--- config.mk ---
export PLATFORM = sky130hd
export DESIGN_NAME = microwire_eeprom_read_sequencer
export DESIGN_NICKNAME = d
export VERILOG_FILES = /design/src/sv/mwrs_pkg.sv /design/src/sv/mwrs_phase_dec.sv /design/src/sv/microwire_eeprom_read_sequencer.sv
export SDC_FILE = /design/constraint.sdc
export NUM_CORES = 1
export LEC_CHECK = 0
export BUFFER_PORTS_ARGS = -buffer_cell sky130_fd_sc_hd__buf_2
export CAP_MARGIN = 10
export CORE_MARGIN = 10
export CORE_UTILIZATION = 50
export CTS_CLUSTER_DIAMETER = 60
export DETAILED_ROUTE_END_ITERATION = 10
export PLACE_DENSITY = 0.75
export SYNTH_ARGS = -nofsm -noshare
export SYNTH_HDL_FRONTEND = slang
export SYNTH_SLANG_ARGS = --single-unit
--- constraint.sdc ---
create_clock -name clk -period 8.45 [get_ports clk]
set_input_delay 0.845 -clock clk [delete_from_list [all_inputs] [get_ports clk]]
set_output_delay 0.845 -clock clk [all_outputs]
set_load 0.05 [all_outputs]
--- src/sv/mwrs_pkg.sv ---
// Shared constants and types for the Microwire EEPROM read sequencer.
`default_nettype none
package mwrs_pkg;

  // Start bit and READ opcode (1,1,0), bit 0 goes out first.
  localparam logic [2:0] START_OPCODE = 3'b011;
  // Phase where the address field begins (select + 3 bit slots).
  localparam int ADDR_BASE = 7;
  // 17 sampled bits, two phases each.
  localparam int READ_PHASES = 34;
  localparam int DESEL_PHASES = 3;
  localparam int WORD_BITS = 16;
  localparam int COUNT_BITS = 9;
  localparam int CFG_BITS = 4;
  localparam logic [CFG_BITS-1:0] CFG_RESET_WIDTH = 4'd8;

  // Per-phase pin levels and events decoded from the phase index.
  typedef struct packed {
    logic cs;
    logic ck;
    logic dout;
    logic sample;     // shift in the data pin this phase
    logic word_out;   // first deselect phase: present the word
    logic word_done;  // last deselect phase: close the word
  } phase_dec_t;

endpackage
`default_nettype wire

--- src/sv/mwrs_phase_dec.sv ---
// Decodes a phase index into Microwire pin levels and word events.
`default_nettype none
module mwrs_phase_dec #(
  parameter int MAX_ADDRESS_BITS = 8,
  localparam int AWW  = $clog2(MAX_ADDRESS_BITS + 1),
  localparam int PH_W = $clog2(2 * MAX_ADDRESS_BITS + mwrs_pkg::ADDR_BASE
                               + mwrs_pkg::READ_PHASES + mwrs_pkg::DESEL_PHASES)
) (
  input  wire logic [PH_W-1:0]             phase,
  input  wire logic [AWW-1:0]              aw,
  input  wire logic [MAX_ADDRESS_BITS-1:0] addr,
  output mwrs_pkg::phase_dec_t             dec
);

  logic [PH_W-1:0] read_start;
  logic [PH_W-1:0] desel_start;
  logic [PH_W-1:0] j_op;
  logic [PH_W-1:0] j_ad;
  logic [PH_W-1:0] j_rd;
  logic [AWW-1:0]  bit_idx;
  logic [MAX_ADDRESS_BITS-1:0] addr_sh;

  assign read_start  = PH_W'(mwrs_pkg::ADDR_BASE) + PH_W'({aw, 1'b0});
  assign desel_start = read_start + PH_W'(mwrs_pkg::READ_PHASES);
  assign j_op    = phase - PH_W'(1);
  assign j_ad    = phase - PH_W'(mwrs_pkg::ADDR_BASE);
  assign j_rd    = phase - read_start;
  assign bit_idx = aw - AWW'(1) - AWW'(j_ad[PH_W-1:1]);
  assign addr_sh = addr >> bit_idx;

  always_comb begin
    dec = '0;
    if (phase == '0) begin
      dec.cs = 1'b1;
      dec.ck = 1'b1;
    end else if (phase < PH_W'(mwrs_pkg::ADDR_BASE)) begin
      dec.cs   = 1'b1;
      dec.ck   = j_op[0];
      dec.dout = mwrs_pkg::START_OPCODE[j_op[2:1]];
    end else if (phase < read_start) begin
      dec.cs   = 1'b1;
      dec.ck   = j_ad[0];
      dec.dout = addr_sh[0];
    end else if (phase < desel_start) begin
      dec.cs     = 1'b1;
      dec.ck     = j_rd[0];
      dec.sample = ~j_rd[0];
    end else begin
      // phases past the end (width shrunk mid-word) act as the last one
      dec.ck        = (phase == desel_start + PH_W'(1));
      dec.word_out  = (phase == desel_start);
      dec.word_done = (phase >= desel_start + PH_W'(2));
    end
  end

endmodule
`default_nettype wire

--- src/sv/microwire_eeprom_read_sequencer.sv ---
// Top level of the Microwire (93Cx6) EEPROM read sequencer.
// Usage:
//  - Each input request is one timing tick that stands for one pin phase.
//    in_tdata carries the start request, start address, word count and
//    the sampled EEPROM data-out level.
//  - Each accepted request yields exactly one result on the out_ channel:
//    the CS/SK/DI pin levels for that phase, plus word_valid/word_data
//    when a word completes, and busy while a burst runs. out_tlast flags
//    the final word of a burst.
//  - A word takes 1 + 6 + 2*aw + 34 + 3 ticks (aw = effective address
//    width, min(cfg, MAX_ADDRESS_BITS)); the word appears on the first
//    deselect tick.
//  - Result is registered: it appears in the cycle after the request is taken.
//    Throughput: one request per clock when not stalled; the state update
//    and pin decode for a tick sit between handshake and result register.
//  - Stall: in_tready drops only while the result register is full and
//    out_tready is low; the held result stays stable.
//  - Reset (rst_n low, synchronous): idle, result register empty, address
//    width register back to 8.
//  - cfg_we/cfg_wdata writes the address width; write only when idle.
`default_nettype none
module microwire_eeprom_read_sequencer #(
  parameter int MAX_ADDRESS_BITS = 8
) (
  input  wire logic                          clk,
  input  wire logic                          rst_n,
  // cfg_wdata: address_width
  input  wire logic                          cfg_we,
  input  wire logic [mwrs_pkg::CFG_BITS-1:0] cfg_wdata,
  // in_tdata: [0] start_req, [8:1] start_address, [17:9] word_count,
  //           [18] serial_data_in, [23:19] zero
  input  wire logic                          in_tvalid,
  output logic                               in_tready,
  input  wire logic [23:0]                   in_tdata,
  // out_tdata: [0] chip_select, [1] serial_clock, [2] serial_data_out,
  //            [3] word_valid, [19:4] word_data, [20] busy_res, [23:21] zero
  output logic                               out_tvalid,
  input  wire logic                          out_tready,
  output logic [23:0]                        out_tdata,
  output logic                               out_tlast   // last_word
);

  localparam int AWW  = $clog2(MAX_ADDRESS_BITS + 1);
  localparam int PH_W = $clog2(2 * MAX_ADDRESS_BITS + mwrs_pkg::ADDR_BASE
                               + mwrs_pkg::READ_PHASES + mwrs_pkg::DESEL_PHASES);
  localparam int CW   = mwrs_pkg::COUNT_BITS;
  localparam int WB   = mwrs_pkg::WORD_BITS;

  // Request fields
  logic          start_req;
  logic [7:0]    start_address;
  logic [CW-1:0] word_count;
  logic          serial_data_in;

  assign start_req      = in_tdata[0];
  assign start_address  = in_tdata[8:1];
  assign word_count     = in_tdata[17:9];
  assign serial_data_in = in_tdata[18];

  // State
  logic [mwrs_pkg::CFG_BITS-1:0] aw_cfg_r;
  logic                          active_r, active_nxt;
  logic [PH_W-1:0]               phase_r, phase_nxt;
  logic [MAX_ADDRESS_BITS-1:0]   addr_r, addr_nxt;
  logic [CW-1:0]                 words_r, words_nxt;
  logic [WB-1:0]                 shift_r, shift_nxt;

  // Result register
  logic          out_valid_r, out_valid_nxt;
  logic [23:0]   out_data_r, out_data_nxt;
  logic          out_last_r, out_last_nxt;

  logic in_fire;
  assign in_tready = ~out_valid_r | out_tready;
  assign in_fire   = in_tvalid & in_tready;

  // Effective address width saturates at MAX_ADDRESS_BITS
  logic [AWW-1:0]              aw;
  logic [MAX_ADDRESS_BITS-1:0] addr_mask;
  assign aw = (aw_cfg_r > mwrs_pkg::CFG_BITS'(MAX_ADDRESS_BITS))
              ? AWW'(MAX_ADDRESS_BITS) : AWW'(aw_cfg_r);
  assign addr_mask = ~({MAX_ADDRESS_BITS{1'b1}} << aw);

  // Idle nonzero-count start loads the burst; the same tick drives select.
  logic                        launch;
  logic                        act_cur;
  logic [PH_W-1:0]             ph_cur;
  logic [MAX_ADDRESS_BITS-1:0] addr_cur;
  logic [CW-1:0]               words_cur;
  logic [WB-1:0]               shift_cur;

  assign launch    = ~active_r & start_req & (word_count != '0);
  assign act_cur   = active_r | launch;
  assign ph_cur    = launch ? '0 : phase_r;
  assign addr_cur  = launch ? (MAX_ADDRESS_BITS'(start_address) & addr_mask) : addr_r;
  assign words_cur = launch ? word_count : words_r;
  assign shift_cur = launch ? '0 : shift_r;

  mwrs_pkg::phase_dec_t dec;

  mwrs_phase_dec #(
    .MAX_ADDRESS_BITS(MAX_ADDRESS_BITS)
  ) u_phase_dec (
    .phase (ph_cur),
    .aw    (aw),
    .addr  (addr_cur),
    .dec   (dec)
  );

  logic [WB-1:0] shift_in;
  logic          last_w;
  assign shift_in = dec.sample ? {shift_cur[WB-2:0], serial_data_in} : shift_cur;
  assign last_w   = (words_cur == CW'(1));

  always_comb begin
    active_nxt    = active_r;
    phase_nxt     = phase_r;
    addr_nxt      = addr_r;
    words_nxt     = words_r;
    shift_nxt     = shift_r;
    out_valid_nxt = out_valid_r & ~out_tready;
    out_data_nxt  = out_data_r;
    out_last_nxt  = out_last_r;
    if (in_fire) begin
      out_valid_nxt = 1'b1;
      out_data_nxt  = '0;
      out_last_nxt  = 1'b0;
      if (act_cur) begin
        out_data_nxt[0] = dec.cs;
        out_data_nxt[1] = dec.ck;
        out_data_nxt[2] = dec.dout;
        out_data_nxt[20] = 1'b1;
        if (dec.word_out) begin
          out_data_nxt[3]    = 1'b1;
          out_data_nxt[19:4] = shift_cur;
          out_last_nxt       = last_w;
        end
        active_nxt = 1'b1;
        addr_nxt   = addr_cur;
        words_nxt  = words_cur;
        shift_nxt  = shift_in;
        phase_nxt  = ph_cur + PH_W'(1);
        if (dec.word_done) begin
          words_nxt = words_cur - CW'(1);
          phase_nxt = '0;
          shift_nxt = '0;
          if (last_w) begin
            active_nxt = 1'b0;
          end else begin
            addr_nxt = (addr_cur + MAX_ADDRESS_BITS'(1)) & addr_mask;
          end
        end
      end
    end
  end

  always_ff @(posedge clk) begin
    if (!rst_n) begin
      aw_cfg_r    <= mwrs_pkg::CFG_RESET_WIDTH;
      active_r    <= 1'b0;
      phase_r     <= '0;
      addr_r      <= '0;
      words_r     <= '0;
      shift_r     <= '0;
      out_valid_r <= 1'b0;
    end else begin
      if (cfg_we) begin
        aw_cfg_r <= cfg_wdata;
      end
      active_r    <= active_nxt;
      phase_r     <= phase_nxt;
      addr_r      <= addr_nxt;
      words_r     <= words_nxt;
      shift_r     <= shift_nxt;
      out_valid_r <= out_valid_nxt;
    end
  end

  // payload, no reset
  always_ff @(posedge clk) begin
    out_data_r <= out_data_nxt;
    out_last_r <= out_last_nxt;
  end

  assign out_tvalid = out_valid_r;
  assign out_tdata  = out_data_r;
  assign out_tlast  = out_last_r;

  // ---------------------------------------------------------------------
  // Checks
  // ---------------------------------------------------------------------
  localparam int PH_LIMIT = 2 * MAX_ADDRESS_BITS + mwrs_pkg::ADDR_BASE
                            + mwrs_pkg::READ_PHASES + mwrs_pkg::DESEL_PHASES - 1;

  // phase counter never runs past the last deselect phase at full width
  a_phase_range: assert property (@(posedge clk) disable iff (!rst_n)
    phase_r <= PH_W'(PH_LIMIT))
    else $error("phase index out of range");

  // idle state carries a clean phase and shift register
  a_idle_clean: assert property (@(posedge clk) disable iff (!rst_n)
    !active_r |-> (phase_r == '0 && shift_r == '0))
    else $error("idle with stale phase state");

  // a burst ends on a busy deselect tick with chip select and clock low
  a_end_on_desel: assert property (@(posedge clk) disable iff (!rst_n)
    $fell(active_r) |-> (out_valid_r && out_data_r[20] && !out_data_r[0]
                         && !out_data_r[1]))
    else $error("burst ended outside the final deselect phase");

  // last flag only rides with a word
  a_last_with_word: assert property (@(posedge clk) disable iff (!rst_n)
    (out_valid_r && out_last_r) |-> (out_data_r[3] && out_data_r[20]))
    else $error("last flag without word");

endmodule
`default_nettype wire
==> summary.md <==
| Metric | Value |
|---|---|
| Core Region | 0.00826 mm2 |
| Clock transition at path regs | ~0.09 ns |
| CTS Sinks | 67 |
| First-pass GRT wire length | 17000 um |
| Setup TNS | 0 ns |
| R2R cell count | 16 |
| Drt pass-1 iters | 5 |
| Asr flop ratio synth | 0% |
| Worst min-delay path startpoint | words_r[1] |
| HPWL after DPL | 7770 um |
| Synth Area in Compound Gates | 20.2% |
| Vias | between 3k and 4k |
| Final Hold Viols | 0 |
| WHS Path Cells | 2 |
| Multi-input gate area | 0.00244 mm2 |
| Final setup fails | 0 |
| Vias per inst | 5.90 |
| Critical Path Max Stage Delay | between 0.6 and 0.7 ns |
| Synth Area in Adders | under 10% |
| Worst skew pair latency | 0.36 ns |
| P_leak | 1.95 nW |
| Fmax | between 200 and 250 MHz |
| Top cell type's share of synthesized area | 21.2% |
| PD cells | 165 mW/mm2 |
| Number of flops mapped to enable cells by yosys | 22 |
| Synth top area cells | dfxtp_1 (21%), edfxtp_1 (16%), ha_1 (8.5%), a21oi_1 (4.8%), nand2_1 (4.2%) |
| Syn avg cell area | 8.96 um2 |
| Startpoint Class | register |
| Synth unique cells | ~70 |
| Port Buffer Count | just over 50 |
| Endpoint arrival time on the critical path | 4.75 ns |
| Cts-stage hold buffer count | 0 |
| H-tree Lvls | 3 |
| Area leader, netlist | dfxtp_1 |
| Cell Area, Synth | 0.00425 mm2 |
| Total CTS buffers | 9 |
| Cell count after synthesis | 474 |
| Post-DP Area | 0.00450 mm2 |
| DIE AREA | 0.0126 mm2 |
| Global route overflow | 0 |
| Critical path class | reg2reg |
| Ys Warns | 0 |
| GPL Wtd Cong | 0.933 |
| Die W | 112 um |
| Area growth from synthesis to layout | 10.8% |
| Residual DRC | 0 |
| RSZ-0062 raised after global routing | no |
| Initial antenna violation count | 0 |
| Die Span Y | 112 um |
| Ports | 60 |
| Non-Filler Instances | around 620 |
| Class of the worst hold path | reg2reg |
| ANT nets after route | 0 |
| Clock tree buffer depth | 2 |
| Sequential share of the synthesized area | 36.8% |
| #FFs+latches synth | 67 |
| Root Buffer | clkbuf_8 |
| Post-CTS Resized | 0 |
| Routed len/inst | between 15 and 20 um |
| Row count | 33 |
| Final max-slew violation count | 0 |
| R2r endpoint | shift_r[10] |
| Final min period | 4.45 ns |
| VDD IR max | 0.0854 mV |
| Slew @ Worst Pin | 0.996 ns |
| DRT iter0 DRCs | 283 |
| Multiplexer area fraction after synthesis | 2.89% |
| Critical Path RT | 8.75 ns |
| Vias in the first global route | 3491 |
| Synthesized-area fraction occupied by xor and xnor cells | 2.06% |
| Reg area | 0.00156 mm2 |
| Simple-Gate Fraction of Synth Area | 22.1% |
| Max Cap Violations | 0 |
| Status | completed |
| Layout cells sized above 1 | between 15 and 20% |
| Final instance area | 0.00471 mm2 |
| Fillers | 788 |
| Hold EP | words_r[1] |
| Clock Skew | between 0.01 and 0.015 ns |
| Reg2reg setup slack | between 4 and 5 ns |
| Initial Util | 51.4% |
| Slew headroom | between 30% and 40% |
| Maximum fanout along the worst path | 15 |
| NumNets Final | 578 |
| Total Routing Usage GR | 16.0% |
| Placed cells | ~610 |
| Post-CTS Setup Bufs | 0 |
| CP max stage cell | dfxtp_1 |
| Reg2reg start | aw_cfg_r[3] |
| Period utilization | 52.6% |
| Worst Setup End Kind | register |
| Final WL | 10600 um |
| CTS tree | built |
| Largest net degree at the start of global routing | 30 |
| Main combinational cell family by area after synthesis | simple AND/OR/NAND/NOR gates |
| N_diodes | 0 |
| Critical path cell sequence | inv_1, nand2_1, ha_1, inv_1, ha_1, inv_1, nor3_1, xnor2_1, ha_1, and4_1, a221oi_1, o2bb2ai_2, nor2_4, o31ai_2, and2_1, a22o_1 |
| Top_reg_cell synth | dfxtp_1 |
[metrics by stage]
| stage | power (W) | worst slack (ns) | util (%) | hold WS [ns] |
|---|---|---|---|---|
| finish | 0.000778 | 4.00 | 57.0 | 0.480 |
| global route | 0.000806 | 3.72 | 57.0 | 0.496 |
| CTS | 0.000778 | 4.06 | 57.0 | 0.482 |
| detailed placement | 0.000496 | 3.81 | 54.5 | 0.460 |
| global placement | 0.000492 | 3.83 | 54.5 | 0.455 |
| floorplan | 0.000464 | 4.30 | - | 0.434 |
[synthesized netlist by cell type, drive strengths merged (4+ instances only)]
cell type  instances
a21oi             41
a22o              16
a31oi              7
and2              24
buf               17
clkbuf            10
dfxtp             45
edfxtp            22
ha                29
inv               25
mux2i             10
nand2             49
nand2b             4
nand3             24
nand4              6
nor2              27
nor3              11
nor4               8
o211ai             5
o21a               4
o21ai             23
or3                5
xnor2              7
[how the worst max path moves through the flow]
stage,cells past startpoint,slack [ns],to,from
global route,16,3.72,shift_r[14],aw_cfg_r[3]
global placement,13,3.83,out_tdata[2],in_tdata[12]
finish,16,4.00,shift_r[10],aw_cfg_r[3]
CTS,16,4.06,shift_r[10],aw_cfg_r[3]
floorplan,15,4.30,out_tdata[2],in_tdata[12]
detailed placement,13,3.81,out_tdata[2],in_tdata[12]
[layer usage]
layer | global-route usage, % | routed length [um] | up-vias
met3 | 3.14 | 628 | 23
li1 | - | - | 1789
met5 | 0 | 0 | -
met2 | 26.4 | 5110 | 120
met1 | 19.6 | 4560 | 1746
met4 | 7.36 | 261 | 0
[flip-flops by register name (all words and copies together) (netlist names)]
name and count:
addr_r 8, aw_cfg_r 4, phase_r 6, active_r 1
out_tdata 21, words_r 9, out_tvalid 1, shift_r 16
out_tlast 1
[final cells by class]
class,instances,area share (%)
multi-input combinational,357,51.9
sequential,67,33.2
timing repair buffer,53,5.74
tap,105,2.79
clock buffer,9,2.63
inverter,25,1.99
clock inverter,7,1.75
[layout by cell type, fill, tap and decap left out, drive strengths merged, types with 9 or more instances in the layout]
cell type,netlist,layout
a21oi,41,41
a22o,16,16
and2,24,24
buf,17,53
clkbuf,10,9
dfxtp,45,45
edfxtp,22,22
ha,29,29
inv,25,29
mux2i,10,10
nand2,49,49
nand3,24,24
nor2,27,27
nor3,11,11
o21ai,23,23
[kinds of logic (layout without fill, tap and decap cells)]
family | count (synthesis) | count (layout)
xor+xnor | 10 | 10
simple gates | 172 | 172
flops | 67 | 67
other cells | 2 | 4
compound gates | 127 | 127
mux | 12 | 12
buf+inv | 52 | 94
fa+ha+maj | 32 | 32
[critical path: cells and delay by family (launching register included)]
| kind | cells | cell delay, ns |
|---|---|---|
| and+or+nand+nor | 5 | 1.29 |
| adders and majority gates | 3 | 0.73 |
| AOI/OAI and AO/OA | 4 | 1.08 |
| DFF | 1 | 0.69 |
| buffers and inverters | 3 | 0.39 |
| xor gates and xnor gates | 1 | 0.18 |
[report_power, final]
group / leakage [nW] / switching, W / total, W / internal [W]
clock: 0.0988 / 0.000145 / 0.000287 / 0.000141
combinational: 1.27 / 0.0000948 / 0.000136 / 0.0000408
sequential: 0.584 / 0.0000102 / 0.000356 / 0.000346
total: 1.95 / 0.000250 / 0.000778 / 0.000528
Power figures use the tool's default switching activity.
